### src/rtl/lsq_pkg.sv
// Package for the least-squares line fit block: widths, codes, the command
// record passed from the front queue to the back end and the result record.
// No dependencies.
`timescale 1ns / 1ps

package lsq_pkg;

    // Defaults for the top-level parameters
    localparam int DEF_MAX_POINTS = 4096;
    localparam int DEF_FRAC_BITS  = 8;

    // Field and accumulator widths
    localparam int SAMPLE_W = 16;
    localparam int SXX_W    = 48;
    localparam int SX_W     = 32;
    localparam int RES_W    = 32;
    localparam int ERR_W    = 2;
    localparam int WIDE_W   = 128;  // working width of the solver
    localparam int MULB_W   = 64;   // multiplier operand width of the MAC

    // Command queue
    localparam int QUEUE_DEPTH = 4;
    localparam int QPTR_W      = $clog2(QUEUE_DEPTH);
    localparam int QCNT_W      = $clog2(QUEUE_DEPTH + 1);

    // Opcodes
    localparam logic OP_ADD   = 1'b0;
    localparam logic OP_QUERY = 1'b1;

    // Error codes
    localparam logic [ERR_W-1:0] ERR_OK       = 2'd0;
    localparam logic [ERR_W-1:0] ERR_SINGULAR = 2'd1;
    localparam logic [ERR_W-1:0] ERR_DROPPED  = 2'd2;

    typedef struct packed {
        logic                       is_query;
        logic signed [SAMPLE_W-1:0] x;
        logic signed [SAMPLE_W-1:0] y;
    } cmd_t;

    typedef struct packed {
        logic [ERR_W-1:0] error_code;
        logic [RES_W-1:0] fitted_value;
        logic [RES_W-1:0] intercept;
        logic [RES_W-1:0] slope;
    } result_t;

endpackage

### src/rtl/lsq_mac.sv
// Shift-add multiply-accumulate unit: acc = acc_init +/- mcand * mplier,
// one multiplier bit per cycle, two's complement, modulo 2^WIDE_W.
// Depends on lsq_pkg.
`timescale 1ns / 1ps

module lsq_mac (
    input  logic                          aclk,
    input  logic                          aresetn,
    input  logic                          start,
    input  logic                          sub,
    input  logic [lsq_pkg::WIDE_W-1:0]    acc_init,
    input  logic [lsq_pkg::WIDE_W-1:0]    mcand,
    input  logic [lsq_pkg::MULB_W-1:0]    mplier,
    output logic                          busy,
    output logic                          done,
    output logic [lsq_pkg::WIDE_W-1:0]    acc
);
    import lsq_pkg::*;

    localparam int CNT_W = $clog2(MULB_W);

    logic [WIDE_W-1:0] acc_reg, mcand_reg;
    logic [MULB_W-1:0] mplier_reg;
    logic [CNT_W-1:0]  cnt_reg;
    logic              busy_reg, done_reg, sub_reg;
    logic              last, negate;
    logic [WIDE_W-1:0] term, acc_next;

    // Sign bit of the multiplier carries negative weight
    always_comb begin
        last     = (cnt_reg == CNT_W'(MULB_W - 1));
        negate   = sub_reg ^ last;
        term     = mplier_reg[0] ? mcand_reg : '0;
        acc_next = acc_reg + (negate ? (~term + WIDE_W'(1)) : term);
    end

    always_ff @(posedge aclk) begin
        if (!aresetn) begin
            busy_reg <= 1'b0;
            done_reg <= 1'b0;
        end else begin
            done_reg <= 1'b0;
            if (start) begin
                busy_reg <= 1'b1;
            end else if (busy_reg && last) begin
                busy_reg <= 1'b0;
                done_reg <= 1'b1;
            end
        end
    end

    // Datapath
    always_ff @(posedge aclk) begin
        if (start) begin
            acc_reg    <= acc_init;
            mcand_reg  <= mcand;
            mplier_reg <= mplier;
            sub_reg    <= sub;
            cnt_reg    <= '0;
        end else if (busy_reg) begin
            acc_reg    <= acc_next;
            mcand_reg  <= mcand_reg << 1;
            mplier_reg <= mplier_reg >> 1;
            cnt_reg    <= cnt_reg + 1'b1;
        end
    end

    assign busy = busy_reg;
    assign done = done_reg;
    assign acc  = acc_reg;

    assert property (@(posedge aclk) disable iff (!aresetn)
        start |-> !busy_reg)
        else $error("MAC started while busy");
    assert property (@(posedge aclk) disable iff (!aresetn)
        done_reg |-> !busy_reg)
        else $error("MAC done while still busy");
    assert property (@(posedge aclk) disable iff (!aresetn)
        (busy_reg && last) |=> done_reg)
        else $error("MAC finished without done pulse");

endmodule

### src/rtl/lsq_div.sv
// Restoring divider, one quotient bit per cycle: trunc(num / den) saturated
// to a signed 32-bit result; den is positive and held by the caller.
// Depends on lsq_pkg.
`timescale 1ns / 1ps

module lsq_div (
    input  logic                          aclk,
    input  logic                          aresetn,
    input  logic                          start,
    input  logic [lsq_pkg::WIDE_W-1:0]    num,
    input  logic [lsq_pkg::WIDE_W-1:0]    den,
    output logic                          busy,
    output logic                          done,
    output logic [lsq_pkg::RES_W-1:0]     quot
);
    import lsq_pkg::*;

    localparam int CNT_W = $clog2(WIDE_W);

    logic [WIDE_W-1:0] n_reg, rem_reg;
    logic [RES_W:0]    q_reg;
    logic              big_reg, neg_reg, busy_reg, done_reg;
    logic [CNT_W-1:0]  cnt_reg;
    logic [WIDE_W:0]   shifted, diff;
    logic              ge, last;

    // One restoring step
    always_comb begin
        shifted = {rem_reg, n_reg[WIDE_W-1]};
        diff    = shifted - {1'b0, den};
        ge      = (shifted >= {1'b0, den});
        last    = (cnt_reg == CNT_W'(WIDE_W - 1));
    end

    always_ff @(posedge aclk) begin
        if (!aresetn) begin
            busy_reg <= 1'b0;
            done_reg <= 1'b0;
        end else begin
            done_reg <= 1'b0;
            if (start) begin
                busy_reg <= 1'b1;
            end else if (busy_reg && last) begin
                busy_reg <= 1'b0;
                done_reg <= 1'b1;
            end
        end
    end

    always_ff @(posedge aclk) begin
        if (start) begin
            neg_reg <= num[WIDE_W-1];
            n_reg   <= num[WIDE_W-1] ? (~num + WIDE_W'(1)) : num;
            rem_reg <= '0;
            q_reg   <= '0;
            big_reg <= 1'b0;
            cnt_reg <= '0;
        end else if (busy_reg) begin
            n_reg   <= n_reg << 1;
            rem_reg <= ge ? diff[WIDE_W-1:0] : shifted[WIDE_W-1:0];
            q_reg   <= {q_reg[RES_W-1:0], ge};
            big_reg <= big_reg | q_reg[RES_W];
            cnt_reg <= cnt_reg + 1'b1;
        end
    end

    // Sign and saturation
    always_comb begin
        if (neg_reg) begin
            if (big_reg || (q_reg > {2'b01, {(RES_W-1){1'b0}}})) begin
                quot = {1'b1, {(RES_W-1){1'b0}}};
            end else begin
                quot = ~q_reg[RES_W-1:0] + RES_W'(1);
            end
        end else begin
            if (big_reg || q_reg[RES_W] || q_reg[RES_W-1]) begin
                quot = {1'b0, {(RES_W-1){1'b1}}};
            end else begin
                quot = q_reg[RES_W-1:0];
            end
        end
    end

    assign busy = busy_reg;
    assign done = done_reg;

    assert property (@(posedge aclk) disable iff (!aresetn)
        start |-> !busy_reg)
        else $error("divider started while busy");
    assert property (@(posedge aclk) disable iff (!aresetn)
        busy_reg |-> (den != '0))
        else $error("divider running with zero divisor");
    assert property (@(posedge aclk) disable iff (!aresetn)
        (busy_reg && last) |=> done_reg)
        else $error("divider finished without done pulse");

endmodule

### src/rtl/lsq_back.sv
// Back end: running sums for add requests and the query sequencer that
// solves the normal equations with the shared MAC and divider.
// Depends on lsq_pkg, lsq_mac and lsq_div.
`timescale 1ns / 1ps

module lsq_back #(
    parameter int MAX_POINTS = lsq_pkg::DEF_MAX_POINTS,
    parameter int FRAC_BITS  = lsq_pkg::DEF_FRAC_BITS
) (
    input  logic                 aclk,
    input  logic                 aresetn,
    input  logic                 cmd_valid,
    output logic                 cmd_ready,
    input  lsq_pkg::cmd_t        cmd,
    output logic                 res_valid,
    input  logic                 res_ready,
    output lsq_pkg::result_t     res
);
    import lsq_pkg::*;

    localparam int CNT_W = $clog2(MAX_POINTS + 1);
    localparam int SHIFT = 16 - FRAC_BITS;

    // Sequencer states
    localparam logic [1:0] ST_IDLE = 2'd0;
    localparam logic [1:0] ST_RUN  = 2'd1;
    localparam logic [1:0] ST_OUT  = 2'd2;

    // Sequencer steps
    localparam logic [3:0] STEP_D_POS   = 4'd0;
    localparam logic [3:0] STEP_D_NEG   = 4'd1;
    localparam logic [3:0] STEP_DA_POS  = 4'd2;
    localparam logic [3:0] STEP_DA_NEG  = 4'd3;
    localparam logic [3:0] STEP_DB_POS  = 4'd4;
    localparam logic [3:0] STEP_DB_NEG  = 4'd5;
    localparam logic [3:0] STEP_FIT     = 4'd6;
    localparam logic [3:0] STEP_DIV_A   = 4'd7;
    localparam logic [3:0] STEP_DIV_B   = 4'd8;
    localparam logic [3:0] STEP_DIV_FIT = 4'd9;

    logic signed [SXX_W-1:0]    sxx_reg, sxy_reg;
    logic signed [SX_W-1:0]     sx_reg, sy_reg;
    logic [CNT_W-1:0]           count_reg;
    logic                       ovf_reg;
    logic [1:0]                 state_reg;
    logic [3:0]                 step_reg;
    logic                       issue_reg;
    logic signed [SAMPLE_W-1:0] qx_reg;
    logic [WIDE_W-1:0]          d_reg, da_reg, db_reg, fit_reg;
    logic [RES_W-1:0]           slope_reg, icpt_reg, fitv_reg;
    logic                       sing_reg;
    logic                       res_valid_reg;
    result_t                    res_reg;

    logic                       take, full;
    logic signed [2*SAMPLE_W-1:0] xx, xy;
    logic                       mac_start, mac_sub, mac_busy, mac_done;
    logic [WIDE_W-1:0]          mac_init, mac_mcand, mac_acc;
    logic [MULB_W-1:0]          mac_mplier;
    logic                       div_start, div_busy, div_done;
    logic [WIDE_W-1:0]          div_num;
    logic [RES_W-1:0]           div_quot;
    logic [WIDE_W-1:0]          n_w, sxx_w, sx_w, sxy_w, sy_w;
    logic                       out_free;

    assign cmd_ready = (state_reg == ST_IDLE);
    assign take      = cmd_valid && cmd_ready;
    assign full      = (count_reg == CNT_W'(MAX_POINTS));
    assign xx        = cmd.x * cmd.x;
    assign xy        = cmd.x * cmd.y;
    assign out_free  = !res_valid_reg || res_ready;

    // Widened operands: point count zero-extended, sums sign-extended
    always_comb begin
        n_w   = WIDE_W'(count_reg);
        sxx_w = WIDE_W'(signed'(sxx_reg));
        sx_w  = WIDE_W'(signed'(sx_reg));
        sxy_w = WIDE_W'(signed'(sxy_reg));
        sy_w  = WIDE_W'(signed'(sy_reg));
    end

    // Unit issue for the current step
    always_comb begin
        mac_start  = 1'b0;
        mac_sub    = 1'b0;
        mac_init   = '0;
        mac_mcand  = '0;
        mac_mplier = '0;
        div_start  = 1'b0;
        div_num    = '0;
        if (state_reg == ST_RUN && issue_reg) begin
            unique case (step_reg)
                STEP_D_POS: begin
                    mac_start = 1'b1; mac_mcand = n_w; mac_mplier = sxx_w[MULB_W-1:0];
                end
                STEP_D_NEG: begin
                    mac_start = 1'b1; mac_sub = 1'b1; mac_init = mac_acc;
                    mac_mcand = sx_w; mac_mplier = sx_w[MULB_W-1:0];
                end
                STEP_DA_POS: begin
                    mac_start = 1'b1; mac_mcand = n_w; mac_mplier = sxy_w[MULB_W-1:0];
                end
                STEP_DA_NEG: begin
                    mac_start = 1'b1; mac_sub = 1'b1; mac_init = mac_acc;
                    mac_mcand = sx_w; mac_mplier = sy_w[MULB_W-1:0];
                end
                STEP_DB_POS: begin
                    mac_start = 1'b1; mac_mcand = sxx_w; mac_mplier = sy_w[MULB_W-1:0];
                end
                STEP_DB_NEG: begin
                    mac_start = 1'b1; mac_sub = 1'b1; mac_init = mac_acc;
                    mac_mcand = sxy_w; mac_mplier = sx_w[MULB_W-1:0];
                end
                STEP_FIT: begin
                    mac_start = 1'b1; mac_init = mac_acc; mac_mcand = da_reg;
                    mac_mplier = MULB_W'(qx_reg);
                end
                STEP_DIV_A: begin
                    div_start = 1'b1; div_num = da_reg << 16;
                end
                STEP_DIV_B: begin
                    div_start = 1'b1; div_num = db_reg << SHIFT;
                end
                STEP_DIV_FIT: begin
                    div_start = 1'b1; div_num = fit_reg << SHIFT;
                end
                default: begin
                end
            endcase
        end
    end

    lsq_mac u_mac (
        .aclk     (aclk),
        .aresetn  (aresetn),
        .start    (mac_start),
        .sub      (mac_sub),
        .acc_init (mac_init),
        .mcand    (mac_mcand),
        .mplier   (mac_mplier),
        .busy     (mac_busy),
        .done     (mac_done),
        .acc      (mac_acc)
    );

    lsq_div u_div (
        .aclk    (aclk),
        .aresetn (aresetn),
        .start   (div_start),
        .num     (div_num),
        .den     (d_reg),
        .busy    (div_busy),
        .done    (div_done),
        .quot    (div_quot)
    );

    // Accumulators and sequencer control
    always_ff @(posedge aclk) begin
        if (!aresetn) begin
            sxx_reg   <= '0;
            sx_reg    <= '0;
            sxy_reg   <= '0;
            sy_reg    <= '0;
            count_reg <= '0;
            ovf_reg   <= 1'b0;
            state_reg <= ST_IDLE;
            step_reg  <= STEP_D_POS;
            issue_reg <= 1'b0;
        end else begin
            unique case (state_reg)
                ST_IDLE: begin
                    if (take && !cmd.is_query) begin
                        if (full) begin
                            ovf_reg <= 1'b1;
                        end else begin
                            sxx_reg   <= sxx_reg + SXX_W'(xx);
                            sxy_reg   <= sxy_reg + SXX_W'(xy);
                            sx_reg    <= sx_reg + SX_W'(cmd.x);
                            sy_reg    <= sy_reg + SX_W'(cmd.y);
                            count_reg <= count_reg + 1'b1;
                        end
                    end else if (take) begin
                        state_reg <= ST_RUN;
                        step_reg  <= STEP_D_POS;
                        issue_reg <= 1'b1;
                    end
                end
                ST_RUN: begin
                    if (issue_reg) begin
                        issue_reg <= 1'b0;
                    end else if (mac_done || div_done) begin
                        issue_reg <= 1'b1;
                        step_reg  <= step_reg + 1'b1;
                        if (step_reg == STEP_D_NEG &&
                            (mac_acc[WIDE_W-1] || mac_acc == '0)) begin
                            state_reg <= ST_OUT;
                            issue_reg <= 1'b0;
                        end else if (step_reg == STEP_DIV_FIT) begin
                            state_reg <= ST_OUT;
                            issue_reg <= 1'b0;
                        end
                    end
                end
                ST_OUT: begin
                    if (out_free) begin
                        state_reg <= ST_IDLE;
                    end
                end
                default: begin
                    state_reg <= ST_IDLE;
                end
            endcase
        end
    end

    // Intermediate results of a query
    always_ff @(posedge aclk) begin
        if (take && cmd.is_query) begin
            qx_reg   <= cmd.x;
            sing_reg <= 1'b0;
        end
        if (state_reg == ST_RUN && !issue_reg && (mac_done || div_done)) begin
            unique case (step_reg)
                STEP_D_NEG: begin
                    d_reg    <= mac_acc;
                    sing_reg <= mac_acc[WIDE_W-1] || (mac_acc == '0);
                end
                STEP_DA_NEG:  da_reg    <= mac_acc;
                STEP_DB_NEG:  db_reg    <= mac_acc;
                STEP_FIT:     fit_reg   <= mac_acc;
                STEP_DIV_A:   slope_reg <= div_quot;
                STEP_DIV_B:   icpt_reg  <= div_quot;
                STEP_DIV_FIT: fitv_reg  <= div_quot;
                default: begin
                end
            endcase
        end
    end

    // Output register
    always_ff @(posedge aclk) begin
        if (!aresetn) begin
            res_valid_reg <= 1'b0;
        end else if (state_reg == ST_OUT && out_free) begin
            res_valid_reg <= 1'b1;
        end else if (res_ready) begin
            res_valid_reg <= 1'b0;
        end
    end

    always_ff @(posedge aclk) begin
        if (state_reg == ST_OUT && out_free) begin
            if (sing_reg) begin
                res_reg.slope        <= '0;
                res_reg.intercept    <= '0;
                res_reg.fitted_value <= '0;
                res_reg.error_code   <= ERR_SINGULAR;
            end else begin
                res_reg.slope        <= slope_reg;
                res_reg.intercept    <= icpt_reg;
                res_reg.fitted_value <= fitv_reg;
                res_reg.error_code   <= ovf_reg ? ERR_DROPPED : ERR_OK;
            end
        end
    end

    assign res_valid = res_valid_reg;
    assign res       = res_reg;

    assert property (@(posedge aclk) disable iff (!aresetn)
        count_reg <= CNT_W'(MAX_POINTS))
        else $error("point count above store size");
    assert property (@(posedge aclk) disable iff (!aresetn)
        (state_reg == ST_IDLE) |-> (!mac_busy && !div_busy))
        else $error("arithmetic unit busy while sequencer idle");
    assert property (@(posedge aclk) disable iff (!aresetn)
        !(mac_start && div_start))
        else $error("MAC and divider issued together");
    assert property (@(posedge aclk) disable iff (!aresetn)
        div_start |-> !sing_reg)
        else $error("division issued for singular system");

endmodule

### config.mk
export PLATFORM = sky130hd
export DESIGN_NAME = lsq_back
export DESIGN_NICKNAME = d
export VERILOG_FILES = /design/src/rtl/lsq_pkg.sv /design/src/rtl/lsq_mac.sv /design/src/rtl/lsq_div.sv /design/src/rtl/lsq_back.sv
export SDC_FILE = /design/constraint.sdc
export NUM_CORES = 2
export LEC_CHECK = 0
export BUFFER_PORTS_ARGS = -buffer_cell sky130_fd_sc_hd__buf_4
export CELL_PAD_IN_SITES_DETAIL_PLACEMENT = 1
export CELL_PAD_IN_SITES_GLOBAL_PLACEMENT = 2
export CORE_MARGIN = 3
export CORE_UTILIZATION = 42
export CTS_BUF_LIST = sky130_fd_sc_hd__clkbuf_16
export DETAILED_ROUTE_END_ITERATION = 16
export PLACE_DENSITY = 0.86
export RECOVER_POWER = 25
export SLEW_MARGIN = 0
export SYNTH_ARGS = -nofsm -noshare
export SYNTH_HDL_FRONTEND = slang
export SYNTH_HIERARCHICAL = 1
export SYNTH_SLANG_ARGS = --single-unit
### constraint.sdc
create_clock -name aclk -period 14.5 [get_ports aclk]
set_input_delay 4.35 -clock aclk [delete_from_list [all_inputs] [get_ports aclk]]
set_output_delay 4.35 -clock aclk [all_outputs]
set_load 0.03 [all_outputs]
# Word-level counts from Yosys, hierarchy flattened
# Cells that the tools add are included.
classes:
  n_addsub: 13
  mul: 2
  magnitude_cmp: 2
  eq_ne: 21
  n_mux: 60
  bitwise_logic: 7
  n_reduce_logical: 51
op_table:
  columns: ["op", "n"]
  rows:
  - ["128-bit 2-to-1 mux", 14]
  - ["128-bit one-hot mux with 5 select lines", 1]
  - ["128-bit one-hot mux with 3 select lines", 1]
  - ["64-bit one-hot mux with 5 select lines", 1]
  - ["128-bit by 1-bit adder with 128-bit output, second input constant", 2]
  - ["128-bit inverter", 2]
  - ["64-bit 2-to-1 mux", 3]
  - ["129-bit by 128-bit greater-or-equal comparator with 1-bit output", 1]
  - ["128-bit adder", 1]
  - ["128-bit zero test", 1]
  - ["128-bit subtractor", 1]
  - ["48-bit by 32-bit adder with 48-bit output", 2]
  - ["32-bit 2-to-1 mux", 3]
  - ["32-bit by 16-bit adder with 32-bit output", 2]
  - ["16-bit by 16-bit multiplier with 32-bit output", 2]
  - ["33-bit by 32-bit > comparator with 1-bit output, second input constant", 1]
  - ["32-bit by 1-bit adder with 32-bit output, second input constant", 1]
  - ["32-bit inverter", 1]
  - ["1-bit 2-to-1 mux", 22]
  - ["4-bit by 3-bit equality test with 1-bit output, second input constant", 4]
  - ["2-bit 2-to-1 mux", 8]
  - ["4-bit 2-to-1 mux", 4]
  - ["2-bit AND reduction", 8]
  - ["13-bit by 1-bit adder with 13-bit output, second input constant", 1]
  - ["33 further kinds", 69]
totals:
  reg_bits: 1518
  input_bits: 37
  out_inout_bits: 100
  elab_cells: 194

# Depth between registers and ports, before layout
depth:
  depth_word: 7
  mapped_depth: 32
  ltp_nobuf: 25

# By module
# Netlist, hierarchy kept.
modules_own_cells:
  columns: ["module", "n_inst", "cells_each", "area_per_inst_um2", "seq_area_each_um2"]
  rows:
  - ["lsq_back", 1, 5954, 63943.8, 24863.8]
  - ["lsq_mac", 1, 2879, 26097.5, 9799.4]
  - ["lsq_div", 1, 3260, 24746.2, 7297.0]

# Worst setup path before layout
# No wires, ideal clock.
synth_path:
  kind: "input -> register"
  from: "input cmd[31] (netlist bit)"
  to: "register sxx_reg[47]"
  setup_ns: 0.074
  t_arrival_ns: 11.695
  required_ns: 14.426
  setup_slack_ns: 2.731
  stages: 27
  n_path_buf: 3
  cell_sequence: "clkbuf_1 > clkbuf_1 > clkbuf_1 > and2_1 > fa_1 > inv_1 > fa_1 > inv_1 > fa_1 > inv_1 > fa_1 > inv_1 > fa_1 > inv_1 > fa_1 > inv_1 > ha_1 > and3_1 > and2_1 > a221oi_2 > nand3_1 > a21oi_2 > o31ai_2 > a41oi_2 > o21ai_1 > or4_1 > a31oi_1"
synth_via:
  elab_chain_len: 2
synth_lines:
  columns: ["element", "line", "text"]
  rows:
  - ["from (decl)", "lsq_back.sv:14", "input lsq_pkg::cmd_t cmd,"]
  - ["16-bit by 16-bit multiplier with 32-bit output", "lsq_back.sv:69", "assign xx = cmd.x * cmd.x;"]
  - ["48-bit by 32-bit adder with 48-bit output", "lsq_back.sv:176", "sxx_reg <= sxx_reg + SXX_W'(xx);"]
  - ["to (signal assigned)", "lsq_back.sv:176", null]
  - ["to (decl)", "lsq_back.sv:41", "logic signed [SXX_W-1:0] sxx_reg, sxy_reg;"]
# Every way passes these cells.
# A chain may end at the register's enable or synchronous reset.

# Worst setup path in the final report
# Ends and elaborated chain as after synthesis.

==> results_dict.tcl <==
set metrics [dict create \
    grtUsageTotal_pct 29.7 \
    cp-start-kind "primary input" \
    tightest_slew_ps 4340 \
    switching_power_w 0.0136 \
    wl_per_cell_um 27.0 \
    final_core_util_pct 46.2 \
    r2r_start "step_reg[3]" \
    worstSetupEndpointType "flop" \
    power.internal_w 0.0146 \
    fin_ws_ps 2960 \
    synth_xor_area_share_pct 4.65 \
    fin_setup_tns_ps 0 \
    hp-class "flop to flop" \
    path_delay_family "adder cells" \
    syn_avg_cell_area_um2 9.49 \
    yosys.area_share.simple_pct 15.0 \
    reg2reg_to "u_div/n_reg[113]" \
    num_rows 191 \
    ys_seq_area_share_pct 36.6 \
    min_period_ps 11540 \
    clock_tree.root_cell "clkbuf_16" \
    arrival_ps 12290 \
    critPathMaxFanout 42 \
    ys_seq_elements 1518 \
    ctsResizeCount 0 \
    finalHoldViolations 0 \
    die_h_um 529 \
    status "finished with violations" \
    violations "capacitance limit, slew limit" \
    filler_cell_count 30600 \
    critPathSlowestCell "fa_1" \
    cpMostUsedCell "fa_1" \
    worstRegToRegCells 16 \
    holdBufCountCts 0 \
    start_util_pct 42.3 \
    switching_share_pct 48.2 \
    rsz0062_at_grt "false" \
    grt_pass1_wl_mm 636 \
    cts_sinks 1518 \
    clock_latency_ps 890 \
    place_worst_setup_slack_ps 2100 \
    drive_above_1_share_pct 7.32 \
    cp.required_ps 15250 \
    dp_hpwl_mm 320 \
    slew_headroom_pct -189 \
    r2r_setup_slack_ps 5430 \
    finalWirelength_mm 423 \
    clockBufferDepth 4 \
    crit_chain "buf_4, and2_1, fa_2, inv_1, fa_1, inv_1, fa_1, buf_4, inv_1, fa_1, inv_1, fa_1, fa_1, ha_1, a21o_1, a211oi_1, nand3_1, a21oi_2, o31ai_2, a41oi_2, o21ai_1, or4_1, a31oi_1" \
    setup_viol_count_final 0 \
    synth_top_family_by_area "adder cells" \
    synthAdderAreaFrac_pct 19.0 \
    pwr-share-seq_pct 17.7 \
    whs_path_depth 2 \
    synth_cell_types 116 \
    cts_setup_buffers 0 \
    grt_start_max_net_pins 193 \
    h-tree-depth 4 \
    power.density_nw_per_um2 226 \
    critPathMaxStageDelay_ps 790 \
    p_leak_nw 49.1 \
    place_congestion 0.956 \
    synth_edf_count 1156 \
    yosys_warnings 6 \
    clkTransAtPathRegs_ps 60 \
    drtPass1Iterations 11 \
    antenna_found_initial 11 \
    p_clk_share_pct 16.7 \
    dieArea_um2 280000 \
    grt_pass1_vias 98600 \
    final_nets 13300 \
    synth_top_flop_cell "edfxtp_1" \
    post-route-period-util_pct 79.6 \
    grt_overflow 0 \
    netlist_area_um2 115000 \
    cap_violations 7 \
    crit_type "primary input to flop" \
    numCtsBuffers 187 \
    skew_ps 79.7 \
    slew_viol_final 296 \
    core_um2 271000 \
    combPwrFrac_pct 65.5 \
    synth_cells 12100 \
    area_growth_pct 9.20 \
    fmax_ghz 0.0866 \
    hp-start "sy_reg[31]" \
    postSynth.asyncResetShare_pct 0 \
    synth_compound_area_share_pct 16.5 \
    portBuffers 136 \
    cts_tree "yes" \
    ant_nets 0 \
    hold_end "sy_reg[31]" \
    drt_iter0_drc 9102 \
    ioPinCount 137 \
    die_x_um 529 \
    synth_mux_area_share_pct 2.56 \
    routed_via_density 6.04 \
    drcViolationCount 0 \
    ir_worst_vdd_uv 591 \
    crit_buf_inv 6 \
    vias 94700 \
]
## layout make-up
type | count | area [µm²] | share of cell area [%]
antenna | 4 | 10.0 | 0.00799
clock buffer | 187 | 4680 | 3.73
clock inverter | 152 | 1340 | 1.07
inverter | 1093 | 4130 | 3.29
multi-input combinational | 8857 | 66600 | 53.1
sequential | 1518 | 42000 | 33.5
tap | 3570 | 4470 | 3.56
timing repair buffer | 310 | 2200 | 1.76
## cell usage in the layout, fill, tap and decap left out, types with 135 or more instances in the layout
cell type and n:
nand2_1 1292, edfxtp_1 1156, inv_1 1132, a21oi_1 1050, nor2_1 935, fa_1 688
ha_1 641, o21ai_0 608, dfxtp_1 361, and2_1 315, xor2_1 313, xnor2_1 295
buf_4 246, mux2_2 201, clkbuf_16 187, nand4_1 184, a21o_1 176, nor2b_1 152
a22oi_1 141, nand3_1 135
## worst reg2reg max path, cell delays in order, from the launching register on
cell	delay, ps
dfxtp_1	540
nor2b_1	190
and2_0	1200
o311ai_4	730
buf_12	370
nor2_1	450
or4_1	620
nor4_1	960
and4_1	500
nand4_1	390
or2_2	510
nor3_1	1070
nand2_2	270
or3_1	400
o31ai_1	260
xor2_1	220
a21oi_1	100
## routing by layer
| layer | global-route usage [%] | wire [µm] |
|---|---|---|
| met1 | 38.9 | 176000 |
| met2 | 48.6 | 199000 |
| met3 | 3.81 | 26100 |
| met4 | 14.2 | 22600 |
| met5 | 0 | 27 |
## worst max path at each step
stage / startpoint / end / depth (start not counted)
4_1_cts: cmd[31] / sxx_reg[47] / 23
3_3_place_gp: cmd[31] / sxx_reg[47] / 26
5_1_grt: cmd[31] / sxx_reg[47] / 23
6_report: cmd[31] / sxx_reg[47] / 23
2_1_floorplan: cmd[31] / sxx_reg[47] / 27
3_5_place_dp: cmd[31] / sxx_reg[47] / 23
## logic make-up after synthesis
logic type / Yosys count
compound gates: 2973
xor+xnor: 610
fa+ha+maj: 1331
buf+inv: 1744
flops: 1518
mux: 268
other cells: 1
simple gates: 3648
## power by group through the flow
stage / Combinational, W / Sequential, W / Clock, W
3_3_place_gp: 0.0178 / 0.00510 / 0
2_1_floorplan: 0.0137 / 0.00498 / 0
4_1_cts: 0.0184 / 0.00501 / 0.00482
6_report: 0.0185 / 0.00501 / 0.00473
5_1_grt: 0.0208 / 0.00502 / 0.00499
3_5_place_dp: 0.0182 / 0.00511 / 0
## synth_stat cells, types with 87 or more instances
| cell | instances | area [µm²] |
|---|---|---|
| edfxtp_1 | 1156 | 34700 |
| a21o_1 | 176 | 1320 |
| o21ai_0 | 608 | 3040 |
| mux2_2 | 201 | 2260 |
| nand4_1 | 184 | 1150 |
| xor2_1 | 314 | 2750 |
| and2_1 | 319 | 2000 |
| fa_1 | 690 | 13800 |
| nor4_1 | 92 | 576 |
| a21oi_1 | 1050 | 5260 |
| or3_1 | 94 | 588 |
| o31ai_1 | 87 | 653 |
| nor2b_1 | 155 | 970 |
| nor2_1 | 943 | 3540 |
| o21bai_1 | 89 | 668 |
| ha_1 | 641 | 8020 |
| nand3_1 | 135 | 676 |
| inv_1 | 1090 | 4090 |
| a22oi_1 | 141 | 1060 |
| clkbuf_1 | 606 | 2270 |
| a211oi_1 | 109 | 818 |
| a31oi_1 | 106 | 663 |
| nor3_1 | 123 | 616 |
| a222oi_1 | 130 | 1300 |
| nand2_1 | 1292 | 4850 |
| xnor2_1 | 296 | 2590 |
| dfxtp_1 | 362 | 7250 |
## stage by stage
stage	instances	instance area [µm²]	total power [W]	hold WS, ps
floorplan	12100	115000	0.0187	429
global placement	15300	120000	0.0229	461
detailed placement	15300	120000	0.0233	465
CTS	15700	126000	0.0282	474
global route	15700	125000	0.0308	505
finish	15700	125000	0.0283	475
(Power assumes the default switching activity.)
