<file path="src/rtl/lsq_pkg.sv">
// Package for the least-squares line fit block: widths, codes, the command
// record passed from the front queue to the back end and the result record.
// No dependencies.
`timescale 1ns / 1ps

package lsq_pkg;

    // Defaults for the top-level parameters
    localparam int DEF_MAX_POINTS = 4096;
    localparam int DEF_FRAC_BITS  = 8;

    // Field and accumulator widths
    localparam int SAMPLE_W = 16;
    localparam int SXX_W    = 48;
    localparam int SX_W     = 32;
    localparam int RES_W    = 32;
    localparam int ERR_W    = 2;
    localparam int WIDE_W   = 128;  // working width of the solver
    localparam int MULB_W   = 64;   // multiplier operand width of the MAC

    // Command queue
    localparam int QUEUE_DEPTH = 4;
    localparam int QPTR_W      = $clog2(QUEUE_DEPTH);
    localparam int QCNT_W      = $clog2(QUEUE_DEPTH + 1);

    // Opcodes
    localparam logic OP_ADD   = 1'b0;
    localparam logic OP_QUERY = 1'b1;

    // Error codes
    localparam logic [ERR_W-1:0] ERR_OK       = 2'd0;
    localparam logic [ERR_W-1:0] ERR_SINGULAR = 2'd1;
    localparam logic [ERR_W-1:0] ERR_DROPPED  = 2'd2;

    typedef struct packed {
        logic                       is_query;
        logic signed [SAMPLE_W-1:0] x;
        logic signed [SAMPLE_W-1:0] y;
    } cmd_t;

    typedef struct packed {
        logic [ERR_W-1:0] error_code;
        logic [RES_W-1:0] fitted_value;
        logic [RES_W-1:0] intercept;
        logic [RES_W-1:0] slope;
    } result_t;

endpackage

</file>
<file path="src/rtl/lsq_queue.sv">
// Front end: accepts input requests, classifies them and queues them.
// Depends on lsq_pkg.
`timescale 1ns / 1ps

module lsq_queue (
    input  logic                              aclk,
    input  logic                              aresetn,
    input  logic                              s_axis_tvalid,
    output logic                              s_axis_tready,
    input  logic [31:0]                       s_axis_tdata,  // x_value, y_value
    input  logic                              s_axis_tuser,  // opcode
    output logic                              cmd_valid,
    input  logic                              cmd_ready,
    output lsq_pkg::cmd_t                     cmd
);
    import lsq_pkg::*;

    cmd_t              mem [QUEUE_DEPTH];
    logic [QPTR_W-1:0] wr_ptr_reg, wr_ptr_next;
    logic [QPTR_W-1:0] rd_ptr_reg, rd_ptr_next;
    logic [QCNT_W-1:0] count_reg, count_next;
    logic              push, pop;
    cmd_t              in_cmd;

    // Classify the incoming request
    always_comb begin
        in_cmd.is_query = (s_axis_tuser == OP_QUERY);
        in_cmd.x        = s_axis_tdata[15:0];
        in_cmd.y        = s_axis_tdata[31:16];
    end

    assign s_axis_tready = (count_reg != QCNT_W'(QUEUE_DEPTH));
    assign cmd_valid     = (count_reg != '0);
    assign cmd           = mem[rd_ptr_reg];
    assign push          = s_axis_tvalid && s_axis_tready;
    assign pop           = cmd_valid && cmd_ready;

    // Pointer and fill bookkeeping
    always_comb begin
        wr_ptr_next = push ? wr_ptr_reg + 1'b1 : wr_ptr_reg;
        rd_ptr_next = pop ? rd_ptr_reg + 1'b1 : rd_ptr_reg;
        count_next  = count_reg + QCNT_W'(push) - QCNT_W'(pop);
    end

    always_ff @(posedge aclk) begin
        if (!aresetn) begin
            wr_ptr_reg <= '0;
            rd_ptr_reg <= '0;
            count_reg  <= '0;
        end else begin
            wr_ptr_reg <= wr_ptr_next;
            rd_ptr_reg <= rd_ptr_next;
            count_reg  <= count_next;
        end
    end

    // Queue storage
    always_ff @(posedge aclk) begin
        if (push) begin
            mem[wr_ptr_reg] <= in_cmd;
        end
    end

    assert property (@(posedge aclk) disable iff (!aresetn)
        count_reg <= QCNT_W'(QUEUE_DEPTH))
        else $error("queue fill above depth");
    assert property (@(posedge aclk) disable iff (!aresetn)
        (push && !pop) |=> (count_reg == $past(count_reg) + 1'b1))
        else $error("queue fill not incremented on push");
    assert property (@(posedge aclk) disable iff (!aresetn)
        (pop && !push) |=> (count_reg == $past(count_reg) - 1'b1))
        else $error("queue fill not decremented on pop");

endmodule

</file>
<file path="config.mk">
export PLATFORM = sky130hd
export DESIGN_NAME = lsq_queue
export DESIGN_NICKNAME = d
export VERILOG_FILES = /design/src/rtl/lsq_pkg.sv /design/src/rtl/lsq_queue.sv
export SDC_FILE = /design/constraint.sdc
export NUM_CORES = 1
export LEC_CHECK = 0
export BUFFER_PORTS_ARGS = -buffer_cell sky130_fd_sc_hd__buf_4
export CAP_MARGIN = 10
export CORE_MARGIN = 2
export CORE_UTILIZATION = 53
export CTS_CLUSTER_SIZE = 40
export DETAILED_ROUTE_END_ITERATION = 8
export PLACE_DENSITY = 0.76
export SETUP_SLACK_MARGIN = 0.3
export SLEW_MARGIN = 25
export SYNTH_ARGS = -nofsm -noshare
export SYNTH_HDL_FRONTEND = slang
export SYNTH_SLANG_ARGS = --single-unit
</file>
<file path="constraint.sdc">
create_clock -name aclk -period 3.9 [get_ports aclk]
set_input_delay 0.39 -clock aclk [delete_from_list [all_inputs] [get_ports aclk]]
set_output_delay 0.39 -clock aclk [all_outputs]
set_load 0.01 [all_outputs]
</file>
# ---- Word level (Yosys, flattened, before mapping)
# Memories as Yosys holds them, arrays and structs flattened. A register that Yosys moved wholly into a read port is not among the register bits.
# Index checks and enable logic that the tools add are counted.
dict set report word_totals {
  ff_bits 7
  mem_bits_rw 132
  input_bits 37
  output_inout_bits 35
  elab_cells 16
  memories 1
}
# memory words word_bits read_ports rd_ports_with_merged_regs write_ports line_no
set memory_table {}
lappend memory_table {mem 4 33 1 1 1 lsq_queue.sv:18} ;# cmd_t mem [QUEUE_DEPTH];
dict set report op_classes {
  n_addsub 4
  n_eq_ne 1
  mux 4
  reduce_logical 3
}
# op count
set ops {}
lappend ops {{adder 2 x 1 -> 2 bit, second input constant} 2}
lappend ops {{two-way mux 2 bit} 2}
lappend ops {{adder 3 x 1 -> 3 bit} 1}
lappend ops {{inequality test 3 bit, second input constant} 1}
lappend ops {{nonzero test 3 bit} 1}
lappend ops {{subtractor 3 x 1 -> 3 bit} 1}
lappend ops {{logical AND 1 bit} 2}
lappend ops {{two-way mux 1 bit} 2}

# ---- Longest topological paths before layout
# Gate-level depths: netlist (run 1).
dict set report logic_depth {
  depth_word 4
  ltp_mapped 11
  ltp_nobuf 11
}

# ---- Least setup slack after synthesis (run 1)
# No wires, ideal clock.
dict set report synth_timing {
  kind {reg2reg}
  startpoint {register count_reg[1]}
  endpoint {register count_reg[2]}
  setup_ns 0.115
  arrival_ns 2.082
  required_ns 3.785
  slack_ns 1.703
  stages_incl_launch_ff 12
  path_buffers 0
  period_less_slack_ns 2.197
  cell_sequence {dfxtp_1 > nor2_1 > a21boi_2 > inv_1 > ha_1 > inv_1 > ha_1 > inv_1 > fa_1 > xnor2_1 > xnor2_1 > and2_1}
}
dict set report synth_between {
  elab_chain_len 4
  elab_cells_between_ends 6
  cone_classes {add/sub: 2; eq/ne: 1; reduce/logical: 3}
}
# element line_no
set synth_lines {}
lappend synth_lines {{from (decl)} lsq_queue.sv:21} ;# logic [QCNT_W-1:0] count_reg, count_next;
lappend synth_lines {{from (signal assigned)} lsq_queue.sv:53} ;# count_reg <= count_next;
lappend synth_lines {{inequality test 3 bit} lsq_queue.sv:32} ;# assign s_axis_tready = (count_reg != QCNT_W'(QUEUE_DEPTH));
lappend synth_lines {{logical AND 1 bit} lsq_queue.sv:35} ;# assign push = s_axis_tvalid && s_axis_tready;
lappend synth_lines {{adder 3 x 1 -> 3 bit} lsq_queue.sv:42} ;# count_next = count_reg + QCNT_W'(push) - QCNT_W'(pop);
lappend synth_lines {{subtractor 3 x 1 -> 3 bit (*)} lsq_queue.sv:42}
# Mark *: on every way between the ends. The rest lies on a longest branch, timed or not.
# A chain may end at the register's enable or synchronous reset.

==> metrics.md, run 1 <==
| Metric | Value |
|---|---|
| Launching point of the worst reg2reg path | `count_reg[1]` |
| Fin Hold WS | `around 88 ps` |
| Most area-consuming cells after synthesis | `edfxtp_1 75%, mux4_2 13%, dfxtp_1 3.4%` |
| Number of flops mapped to enable cells by yosys | `between 100 and 150` |
| Maximum number of pins on one net before global-route repair | `34` |
| Overall routing resource usage | `0.1751` |
| Latest clock arrival within the worst-skew pair | `about 500 ps` |
| Max cap viols | `0` |
| Average instance area after synthesis | `roughly 24 sq um` |
| Worst max-slew margin expressed relative to the limit | `0.3904` |
| Portion of synthesized cell area occupied by the leading cell type | `0.7505` |
| Mean routed wirelength per cell | `between 15 and 20 um` |
| Count of nets after finishing | `347` |
| Signed area change from the synthesized netlist to the final layout | `23.86%` |
| Total routed wirelength | `between 8 and 9 mm` |
| Synthesized instance count | `roughly 220` |
| Number of setup violations in the final report | `0` |
| Final clock period utilization by the worst path | `0.7202` |
| DR vias | `about 2,400` |
| Vertical extent of the die | `103.8 um` |
| Seq/Total Area, Yosys | `0.7846` |
| Largest family of logic cells by synthesized area | `multiplexers` |
| Simple-Gate Fraction of Synth Area | `0.01729` |
| Detail Route Antenna Nets | `0` |
| Effective utilization at floorplan | `0.5428` |
| Post-synth top area cell | `edfxtp_1` |
| Post-DP HPWL | `about 5.1 mm` |
| Critical Path Start Type | `register` |
| Sum of negative setup slack | `0 ps` |
| Worst min-delay path class | `in -> reg` |
| Number of max-slew violations in the final report | `0` |
| Post-layout minimum cycle time | `2809 ps` |
| Min setup slack post-route | `roughly 1100 ps` |
| Internal reg-to-reg setup slack | `~1500 ps` |
| Die area | `about 11,000 sq um` |
| Fraction of synthesized area in multiplexers | `0.1466` |
| Via density | `roughly 5.3` |
| Max reg flops | `approximately 130` |
| Max Fclk | `356.0 MHz` |
| Number of standard cells in the layout, taps in and fillers out | `448` |
| Fillers | `649` |
| Clock tree buffer depth | `2` |
| Compound-cell area share of the yosys netlist | `0.005449` |
| Clock tree from TritonCTS | `done` |
| Data arrival time of the critical path | `between 2000 and 2500 ps` |
| Result of the run | `complete, no violations` |
| Post-Synth XOR/XNOR Area | `0.006633` |
| Library cell with the highest instance count after synthesis | `edfxtp_1` |
| Drt first-iter violations | `around 120` |
| Fraction of registers with async set/reset | `0` |
| Most used flip-flop cell after synthesis | `edfxtp_1` |
| # Post-CTS Setup Buffers | `0` |
| Cell Area, Placed | `5902 sq um` |
| Post-Route Skew | `about 12 ps` |
| Cts-stage hold buffer count | `0` |
| CP Data Required Time | `~3500 ps` |
| FF-to-FF path depth | `11` |
| Library cell used as clock root buffer | `clkbuf_8` |
| Placement-stage worst setup slack | `between 1000 and 1500 ps` |
| Type of destination of the critical path | `output pin` |
| Die extent in x | `just over 100 um` |
| Count of buffers inserted at the top-level ports | `slightly above 70` |
| Maximum fanout along the worst path | `20` |
| Net count of the mapped netlist | `between 200 and 300` |
| Arithmetic-cell share of the synthesized area counting full adders, half adders and majority gates | `0.01801` |
| Layout cells sized above 1 | `0.4317` |
| Drt first pass iters | `4` |
| Capture endpoint of the worst hold path | `mem[3][13]` |
| Via count of the first global-routing pass | `around 2,500` |
| Number of antenna violations at the first check in global routing | `0` |
| Number of synthesis warnings | `0` |
| Post-cts gate resize count | `0` |
| Summed area of non-filler cells in the final layout | `approximately 6500 sq um` |
| Clock slew seen by the registers of the worst setup and hold paths | `about 60 ps` |
| Core Box Area | `9729 sq um` |
| Antenna diode count | `0` |
| IR drop worst, VDD | `0.3294 mV` |
| Post-synth design cell area | `5281 sq um` |
| GR Overflow Total | `0` |
| Clock H-tree levels | `4` |
| Slew @ Worst Pin | `just over 900 ps` |
| Leakage component of the power | `between 2 and 2.5 nW` |
| Gpl congestion | `0.7101` |
| Worst hold path cell count | `1` |
| # IOs | `between 70 and 80` |
| Worst Path Class, Setup | `reg -> out` |
| Number of cells after detailed placement | `approximately 420` |
| Top cell types by occurrence after synthesis | `132 x edfxtp_1, 30 x mux4_2, 9 x dfxtp_1` |
| Total clock buffers created by CTS | `17` |
| Worst R2R End | `count_reg[2]` |
| Power Density | `703.0 nW/um^2` |
| TritonCTS Sinks | `between 100 and 150` |
| Start point of the worst min-delay path | `s_axis_tdata[29]` |
| RSZ-0062 raised after global routing | `false` |
| Number of library cell types mapped by synthesis | `21` |
| Global-route wire length before repair | `13.99 mm` |
| Remaining DRCs | `0` |
| #FFs+latches synth | `between 100 and 150` |
| Number of core rows | `36` |
| Total count of hold-check failures in the final report | `0` |
worst max-delay path by stage:
stage                               to  slack (ps)  depth (start not counted)
final                          cmd[17]        1090                          3
after detailed placement  count_reg[2]        1490                         11
after global routing           cmd[17]         890                          3
after global placement    count_reg[2]        1550                         11
after floorplan           count_reg[2]        1700                         11
after CTS                      cmd[17]         990                          3
layer usage:
layer  routed length, um  GRT usage  vias to the layer above
li1                    -          -                     1075
met1                3817     0.2326                     1223
met2                4590     0.2787                       66
met3                 437    0.05727                        5
met4                  50    0.05502                        0
met5                   0          0                        -
area by class of cell:
class | instances | area [sq um] | area share
Sequential cell | 141 | 4146 | 0.6339
Multi-Input combinational cell | 66 | 1030 | 0.1574
Timing Repair Buffer | 72 | 540.5 | 0.08263
Clock buffer | 18 | 417.9 | 0.06389
Clock inverter | 13 | 221.5 | 0.03386
Tap cell | 133 | 166.4 | 0.02544
Inverter | 5 | 18.77 | 0.002869
critical path, stage by stage (launching register included):
cell	delay [ps]
dfxtp_2	770
buf_4	410
mux4_2	570
buf_4	160
cell families (layout without fill, tap and decap cells):
group,count (synthesis),after routing
XOR/XNOR,4,4
flip-flops,141,141
adder cells (fa/ha/maj),7,7
buffers and inverters,14,108
AO/OA/AOI/OAI,3,3
multiplexers,35,35
AND/OR/NAND/NOR,17,17
through the flow:
step / total power, mW / utilization
final: 4.599 / 0.6723
after global routing: 4.774 / 0.6723
after CTS: 4.654 / 0.6723
after detailed placement: 2.925 / 0.6066
after global placement: 2.899 / 0.6066
after floorplan: 2.573 / -
cell usage in the layout, fill, tap and decap left out, drive strengths merged:
master,instances
clkbuf,18
bufinv,6
fa,1
nand2,5
edfxtp,132
clkinv,3
and2,7
clkinvlp,4
buf,72
nor2,1
o31a,1
a21boi,1
mux2i,2
inv,5
ha,6
dfxtp,9
xnor2,4
nor2b,3
o311ai,1
or3,1
mux4,33
report_power, final:
group	internal [mW]	switching, mW	total (mW)	leakage [nW]
Clock	1.16	0.570	1.73	0.296
Combinational	0.512	0.390	0.902	0.667
Sequential	1.84	0.126	1.97	1.28
Total	3.51	1.09	4.60	2.25
(Power assumes the default switching activity.)
==> run 2, diff against run 1 <==
- CORE_UTILIZATION: 53 -> 51
- PLACE_DENSITY: 0.76 -> 0.77
- clock period: 3.9 -> 2.3 ns (I/O delays scaled with it)
==> metrics.md, run 2 (same netlist as run 1, synthesis figures left out) <==
| Metric | Value |
|---|---|
| Result of the run | `complete, no violations` |
| Max reg flops | `132 (unchanged)` |
| Final clock period utilization by the worst path | `0.9005` |
| Worst min-delay path class | `in -> reg` |
| Clock H-tree levels | `4 (unchanged)` |
| Number of buffers and inverters on the critical path | `3 (+1)` |
| Antenna diode count | `0 (unchanged)` |
| Vertical extent of the die | `105.8 um (+1.9%)` |
| Drt first-iter violations | `121 (-1.6%)` |
| Core Box Area | `10,180 sq um (+4.7%)` |
| Sum of negative setup slack | `0 ps (unchanged)` |
| Max Fclk | `between 400 and 500 MHz` |
| Launching point of the worst reg2reg path | `count_reg[0]` |
| Drt first pass iters | `4 (unchanged)` |
| Count of buffers inserted at the top-level ports | `71 (unchanged)` |
| Critical Path Start Type | `register` |
| Number of max-slew violations in the final report | `0 (unchanged)` |
| Worst hold path cell count | `4 (+3)` |
| Count of nets after finishing | `403 (+16%)` |
| Total clock buffers created by CTS | `17 (unchanged)` |
| Total routed wirelength | `9.413 mm (+5.8%)` |
| FF+latch area | `4160 sq um (+0.33%)` |
| TritonCTS Sinks | `141 (unchanged)` |
| GR Overflow Total | `0 (unchanged)` |
| Layout cells sized above 1 | `0.4570 (+0.02524)` |
| Via count of the first global-routing pass | `2,827 (+12%)` |
| Maximum number of pins on one net before global-route repair | `18 (-47%)` |
| Number of cells after detailed placement | `432 (+3.6%)` |
| Mean routed wirelength per cell | `18.53 um (-6.7%)` |
| Worst max-slew margin expressed relative to the limit | `0.8098 (+0.4194)` |
| Dominant cell type by count on the critical path | `buf_12` |
| Final core area utilization | `0.7111 (+0.03873)` |
| Slew @ Worst Pin | `280.8 ps (-633.6 ps)` |
| # IOs | `72 (unchanged)` |
| Power Density | `1138 nW/um^2 (+62%)` |
| Die area | `11,190 sq um (+3.8%)` |
| Global-route wire length before repair | `14.66 mm (+4.7%)` |
| Clock slew seen by the registers of the worst setup and hold paths | `60 ps (about the same)` |
| Internal reg-to-reg setup slack | `250 ps (-1280 ps)` |
| RSZ-0062 raised after global routing | `true` |
| Clock tree buffer depth | `2 (unchanged)` |
| Clock tree from TritonCTS | `done` |
| Worst R2R End | `count_reg[2]` |
| Number of standard cells in the layout, taps in and fillers out | `508 (+13%)` |
| Total count of hold-check failures in the final report | `0 (unchanged)` |
| Post-layout minimum cycle time | `2071 ps` |
| Gpl congestion | `0.6915 (-2.6%)` |
| Worst Path Class, Setup | `reg -> out` |
| Fillers | `636 (-2.0%)` |
| Multi-input combinational cell area | `1044 sq um (+1.3%)` |
| Commonest non-fill, non-tap cells in the layout | `132 x edfxtp_1, 58 x buf_4, 34 x dlygate4sd3_1` |
| Library cell used as clock root buffer | `clkbuf_8` |
| CP Data Required Time | `2070 ps (-1440 ps)` |
| Number of antenna violations at the first check in global routing | `0 (unchanged)` |
| Leakage component of the power | `2.561 nW (+14%)` |
| Largest stage delay on the critical path | `520 ps (-250 ps)` |
| Type of destination of the critical path | `output pin` |
| Via density | `5.165 (-2.3%)` |
| Most common cell after layout, fill and taps aside | `edfxtp_1` |
| Remaining DRCs | `0 (unchanged)` |
| Post-route total power | `8.239 mW (+79%)` |
| Signed area change from the synthesized netlist to the final layout | `37.12%` |
| Number of core rows | `37 (+2.8%)` |
| Latest clock arrival within the worst-skew pair | `510 ps (about the same)` |
| Placement-stage worst setup slack | `162.4 ps (-1331 ps)` |
| DR vias | `2,624 (+11%)` |
| Post-Route Skew | `8.409 ps (-4.072 ps)` |
| List of cells traversed by the critical path | `buf_12 > buf_12 > mux4_2 > buf_6` |
| Data arrival time of the critical path | `1840 ps (-580 ps)` |
| Critical Path Slowest Stage Cell | `mux4_2` |
| Critical path's top delay family | `multiplexers` |
| Fin Hold WS | `211.1 ps (+122.8 ps)` |
| Start point of the worst min-delay path | `cmd_ready` |
| Post-DP HPWL | `5.346 mm (+4.2%)` |
| Max cap viols | `0 (unchanged)` |
| Summed area of non-filler cells in the final layout | `7242 sq um (+11%)` |
| Min setup slack post-route | `228.9 ps (-862.3 ps)` |
| Maximum fanout along the worst path | `7 (-65%)` |
| Overall routing resource usage | `0.1794 (+0.004320)` |
| Die extent in x | `105.8 um (+1.9%)` |
| Detail Route Antenna Nets | `0 (unchanged)` |
| Number of setup violations in the final report | `0 (unchanged)` |
| IR drop worst, VDD | `0.8249 mV (+150%)` |
| Cell Area, Placed | `6038 sq um (+2.3%)` |
| FF-to-FF path depth | `9 (-2)` |
| Effective utilization at floorplan | `0.5186 (-0.02427)` |
-- run 2: changes by cell type in the layout (fill, tap and decap cells not counted), moves of 2 or more --
cell / previous run / this run
buf_12: 0 / 5
dfxtp_1: 7 / 4
buf_4: 72 / 58
dlygate4sd3_1: 0 / 34
bufinv_16: 6 / 4
mux4_1: 3 / 0
dfxtp_4: 0 / 4
clkinv_1: 3 / 0
buf_6: 0 / 29
mux4_2: 30 / 33
clkinv_2: 0 / 4
-- run 2: repair_timing --
action / in CTS / in global routing
hold buffers: 34 / 0
setup endpoints to repair: 34 / 32
gates resized for setup: 20 / 21
buffers inserted: 8 / 1
pin swaps: 4 / 0
gates cloned: 0 / 1
hold endpoints to repair: 134 / 0
-- run 2: worst max-delay path by stage --
stage / from / endpoint / slack, ps / cells after the start
final: register / cmd[1] / 230 / 4
after detailed placement: count_reg[2] / count_reg[2] / 160 / 9
after floorplan: count_reg[1] / count_reg[2] / 270 / 9
after CTS: register / cmd[1] / 230 / 4
after global placement: count_reg[2] / count_reg[2] / 220 / 9
after global routing: count_reg[0] / count_reg[2] / 130 / 9
-- run 2: worst register-to-register path, stage by stage (launching register included) --
cell and delay [ps]:
dfxtp_4 360, o31a_1 310, ha_1 280, inv_1 60, ha_1 130, inv_1 50, fa_2 350, xnor2_2 140
xnor2_1 120, and2_1 140
-- run 2: layout make-up --
cell class / instances / share of cell area
Multi-Input combinational cell: 66 / 0.1441
Tap cell: 136 / 0.02350
Clock buffer: 20 / 0.06012
Timing Repair Buffer: 128 / 0.1716
Sequential cell: 141 / 0.5745
Inverter: 5 / 0.002592
Clock inverter: 12 / 0.02367
-- run 2: layer usage --
layer | vias to the layer above | global-route usage | part of all wire
met1 | 1361 | 0.2266 | 0.42
met5 | - | 0 | 0
li1 | 1189 | - | -
met4 | 0 | 0.05075 | 0.0073
met3 | 7 | 0.05999 | 0.042
met2 | 67 | 0.2995 | 0.53
-- run 2: where the power goes --
group	switching (mW)	internal, mW	total [mW]
clock	0.962	1.78	2.74
combinational	0.914	1.32	2.24
sequential	0.120	3.14	3.26
total	2.00	6.24	8.24
==> run 3, diff against run 2 <==
- BUFFER_PORTS_ARGS: -buffer_cell sky130_fd_sc_hd__buf_4 -> -buffer_cell sky130_fd_sc_hd__buf_2
==> metrics.md, run 3 (same netlist as run 1, synthesis figures left out) <==
| Metric | Value |
|---|---|
| Number of core rows | `37 (unchanged)` |
| Final clock period utilization by the worst path | `0.9079 (+0.007457)` |
| Switching power | `1.949 mW (-2.4%)` |
| Launching point of the worst reg2reg path | `count_reg[1]` |
| Clock tree from TritonCTS | `done` |
| Top Metal Used | `met4` |
| Critical Path Start Type | `register` |
| Vertical extent of the die | `105.8 um (unchanged)` |
| Commonest non-fill, non-tap cells in the layout | `132 x edfxtp_1, 64 x buf_2, 33 x dlygate4sd3_1` |
| Detail Route Antenna Nets | `0 (unchanged)` |
| Clock share of power | `0.353 (+0.020)` |
| DR vias | `2,598 (-0.99%)` |
| Met3 routed WL | `535 um (+35%)` |
| Overall routing resource usage | `0.1869 (+0.007497)` |
| Leakage component of the power | `2.485 nW (-3.0%)` |
| Part of the total power dissipated in sequential elements | `0.409 (+0.014)` |
| GR Overflow Total | `0 (unchanged)` |
| Number of setup violations in the final report | `0 (unchanged)` |
| Number of antenna violations at the first check in global routing | `0 (unchanged)` |
| FF+latch area | `4163 sq um (about the same)` |
| Max Fclk | `478.9 MHz (-0.82%)` |
| Mean routed wirelength per cell | `18.47 um (-0.30%)` |
| Combinational group share of total power | `0.238 (-0.034)` |
| Fin Hold WS | `34.85 ps (-176.3 ps)` |
| Total routed wirelength | `9.348 mm (-0.69%)` |
| Drt first-iter violations | `143 (+18%)` |
| Via density | `5.134 (-0.60%)` |
| Post-route total power | `8.020 mW (-2.7%)` |
| Signed area change from the synthesized netlist to the final layout | `32.67%` |
| Post-Route Skew | `7.706 ps (-0.7027 ps)` |
| Most common cell after layout, fill and taps aside | `edfxtp_1` |
| Data arrival time of the critical path | `1860 ps (+20 ps)` |
| Core Box Area | `10,180 sq um (unchanged)` |
| Drt first pass iters | `4 (unchanged)` |
| Sum of negative setup slack | `0 ps (unchanged)` |
| Slew @ Worst Pin | `291.6 ps (+10.80 ps)` |
| Count of nets after finishing | `401 (-0.50%)` |
| Via count of the first global-routing pass | `2,830 (+0.11%)` |
| Met2 layer wire length in the routed design | `4.880 mm (-2.0%)` |
| Global-route wire length before repair | `14.78 mm (+0.85%)` |
| Die area | `11,190 sq um (unchanged)` |
| Post-layout minimum cycle time | `2088 ps (+17.15 ps)` |
| Max cap viols | `0 (unchanged)` |
| Number of max-slew violations in the final report | `0 (unchanged)` |
| Layout cells sized above 1 | `0.4459 (-0.01104)` |
| Result of the run | `complete, no violations` |
| Clock tree buffer depth | `2 (unchanged)` |
| Worst Path Class, Setup | `reg -> out` |
| CP Data Required Time | `2070 ps (about the same)` |
| Post-DP HPWL | `5.361 mm (+0.27%)` |
| Start point of the worst min-delay path | `aresetn` |
| Power Density | `1145 nW/um^2 (+0.61%)` |
| Gpl congestion | `0.7059 (+2.1%)` |
| Total clock buffers created by CTS | `17 (unchanged)` |
| Library cell used as clock root buffer | `clkbuf_8` |
| Max reg flops | `132 (unchanged)` |
| Die extent in x | `105.8 um (unchanged)` |
| RSZ-0062 raised after global routing | `true` |
| Clock H-tree levels | `4 (unchanged)` |
| Latest clock arrival within the worst-skew pair | `520 ps (about the same)` |
| Switching Share | `0.2430 (+0.0006952)` |
| Worst max-slew margin expressed relative to the limit | `0.8025 (-0.007316)` |
| IR drop worst, VDD | `0.6824 mV (-17%)` |
| Placement-stage worst setup slack | `138.9 ps (-23.49 ps)` |
| Clock slew seen by the registers of the worst setup and hold paths | `60 ps (about the same)` |
| Fillers | `675 (+6.1%)` |
| Wire length the detailed router placed on met1 | `3.859 mm (-2.7%)` |
| Maximum fanout along the worst path | `10 (+3)` |
| Multi-input combinational cell area | `1057 sq um (+1.3%)` |
| Maximum number of pins on one net before global-route repair | `20 (+2)` |
| Min setup slack post-route | `211.8 ps (-17.15 ps)` |
| TritonCTS Sinks | `141 (unchanged)` |
| Effective utilization at floorplan | `0.5186 (unchanged)` |
| Type of destination of the critical path | `output pin` |
| Antenna diode count | `0 (unchanged)` |
| Total count of hold-check failures in the final report | `0 (unchanged)` |
| Worst min-delay path class | `in -> reg` |
| Count of buffers inserted at the top-level ports | `71 (unchanged)` |
| Remaining DRCs | `0 (unchanged)` |
| # IOs | `72 (unchanged)` |
| Design internal power | `6.071 mW (-2.7%)` |
run 3: cell types whose count changed in the layout (fill, tap and decap cells not counted), moves of 2 or more:
| cell | before | now |
|---|---|---|
| buf_12 | 5 | 3 |
| buf_16 | 0 | 2 |
| buf_2 | 0 | 64 |
| buf_4 | 58 | 15 |
| buf_6 | 29 | 9 |
| clkinv_1 | 0 | 2 |
| clkinv_2 | 4 | 2 |
| clkinvlp_4 | 3 | 1 |
| mux4_1 | 0 | 3 |
| mux4_2 | 33 | 30 |
run 3: layer usage:
layer | up-vias | GRT usage
li1 | 1187 | -
met1 | 1317 | 0.2216
met2 | 86 | 0.3138
met3 | 8 | 0.06555
met4 | 0 | 0.07519
met5 | - | 0
run 3: critical path: stages, from the launching register on:
cell,delay (ps)
dfxtp_4,420
buf_12,170
mux4_1,580
buf_2,160
run 3: layout make-up:
cell class,count,area share
flip-flops and latches,141,0.5941
multi-input cells,66,0.1509
repair buffers,126,0.1398
clock buffers,20,0.06071
clock inverters,12,0.02750
well taps,136,0.02429
inverters,5,0.002679
run 3: metrics by stage:
step | util | cell area, sq um | cells
floorplan | - | 5311 | 221
global placement | 0.5759 | 5866 | 431
detailed placement | 0.5759 | 5866 | 431
CTS | 0.6818 | 6944 | 504
global route | 0.6880 | 7007 | 506
finish | 0.6880 | 7007 | 506
run 3: power groups by stage:
stage	sequential [mW]	combinational [mW]	clock, mW
after floorplan	3.26	1.15	0
after global placement	3.32	1.55	0
after detailed placement	3.34	1.58	0
after CTS	3.29	1.84	2.88
after global routing	3.31	2.06	2.99
final	3.28	1.91	2.83
run 3: final timing paths:
check	end	slack, ps	depth (start not counted)
setup / recovery	cmd[32]	210	3
hold reg to reg	wr_ptr_reg[1]	510	2
hold / removal	register	30	2
setup reg to reg	count_reg[2]	240	9
run 3: what timing repair did:
action / 4_1_cts / 5_1_grt
hold buffers: 33 / 0
endpoints found under the hold margin: 132 / 0
gates cloned: 2 / 0
pin swaps: 6 / 1
setup buffers: 6 / 2
endpoints found under the setup margin: 34 / 34
resized for setup: 10 / 10
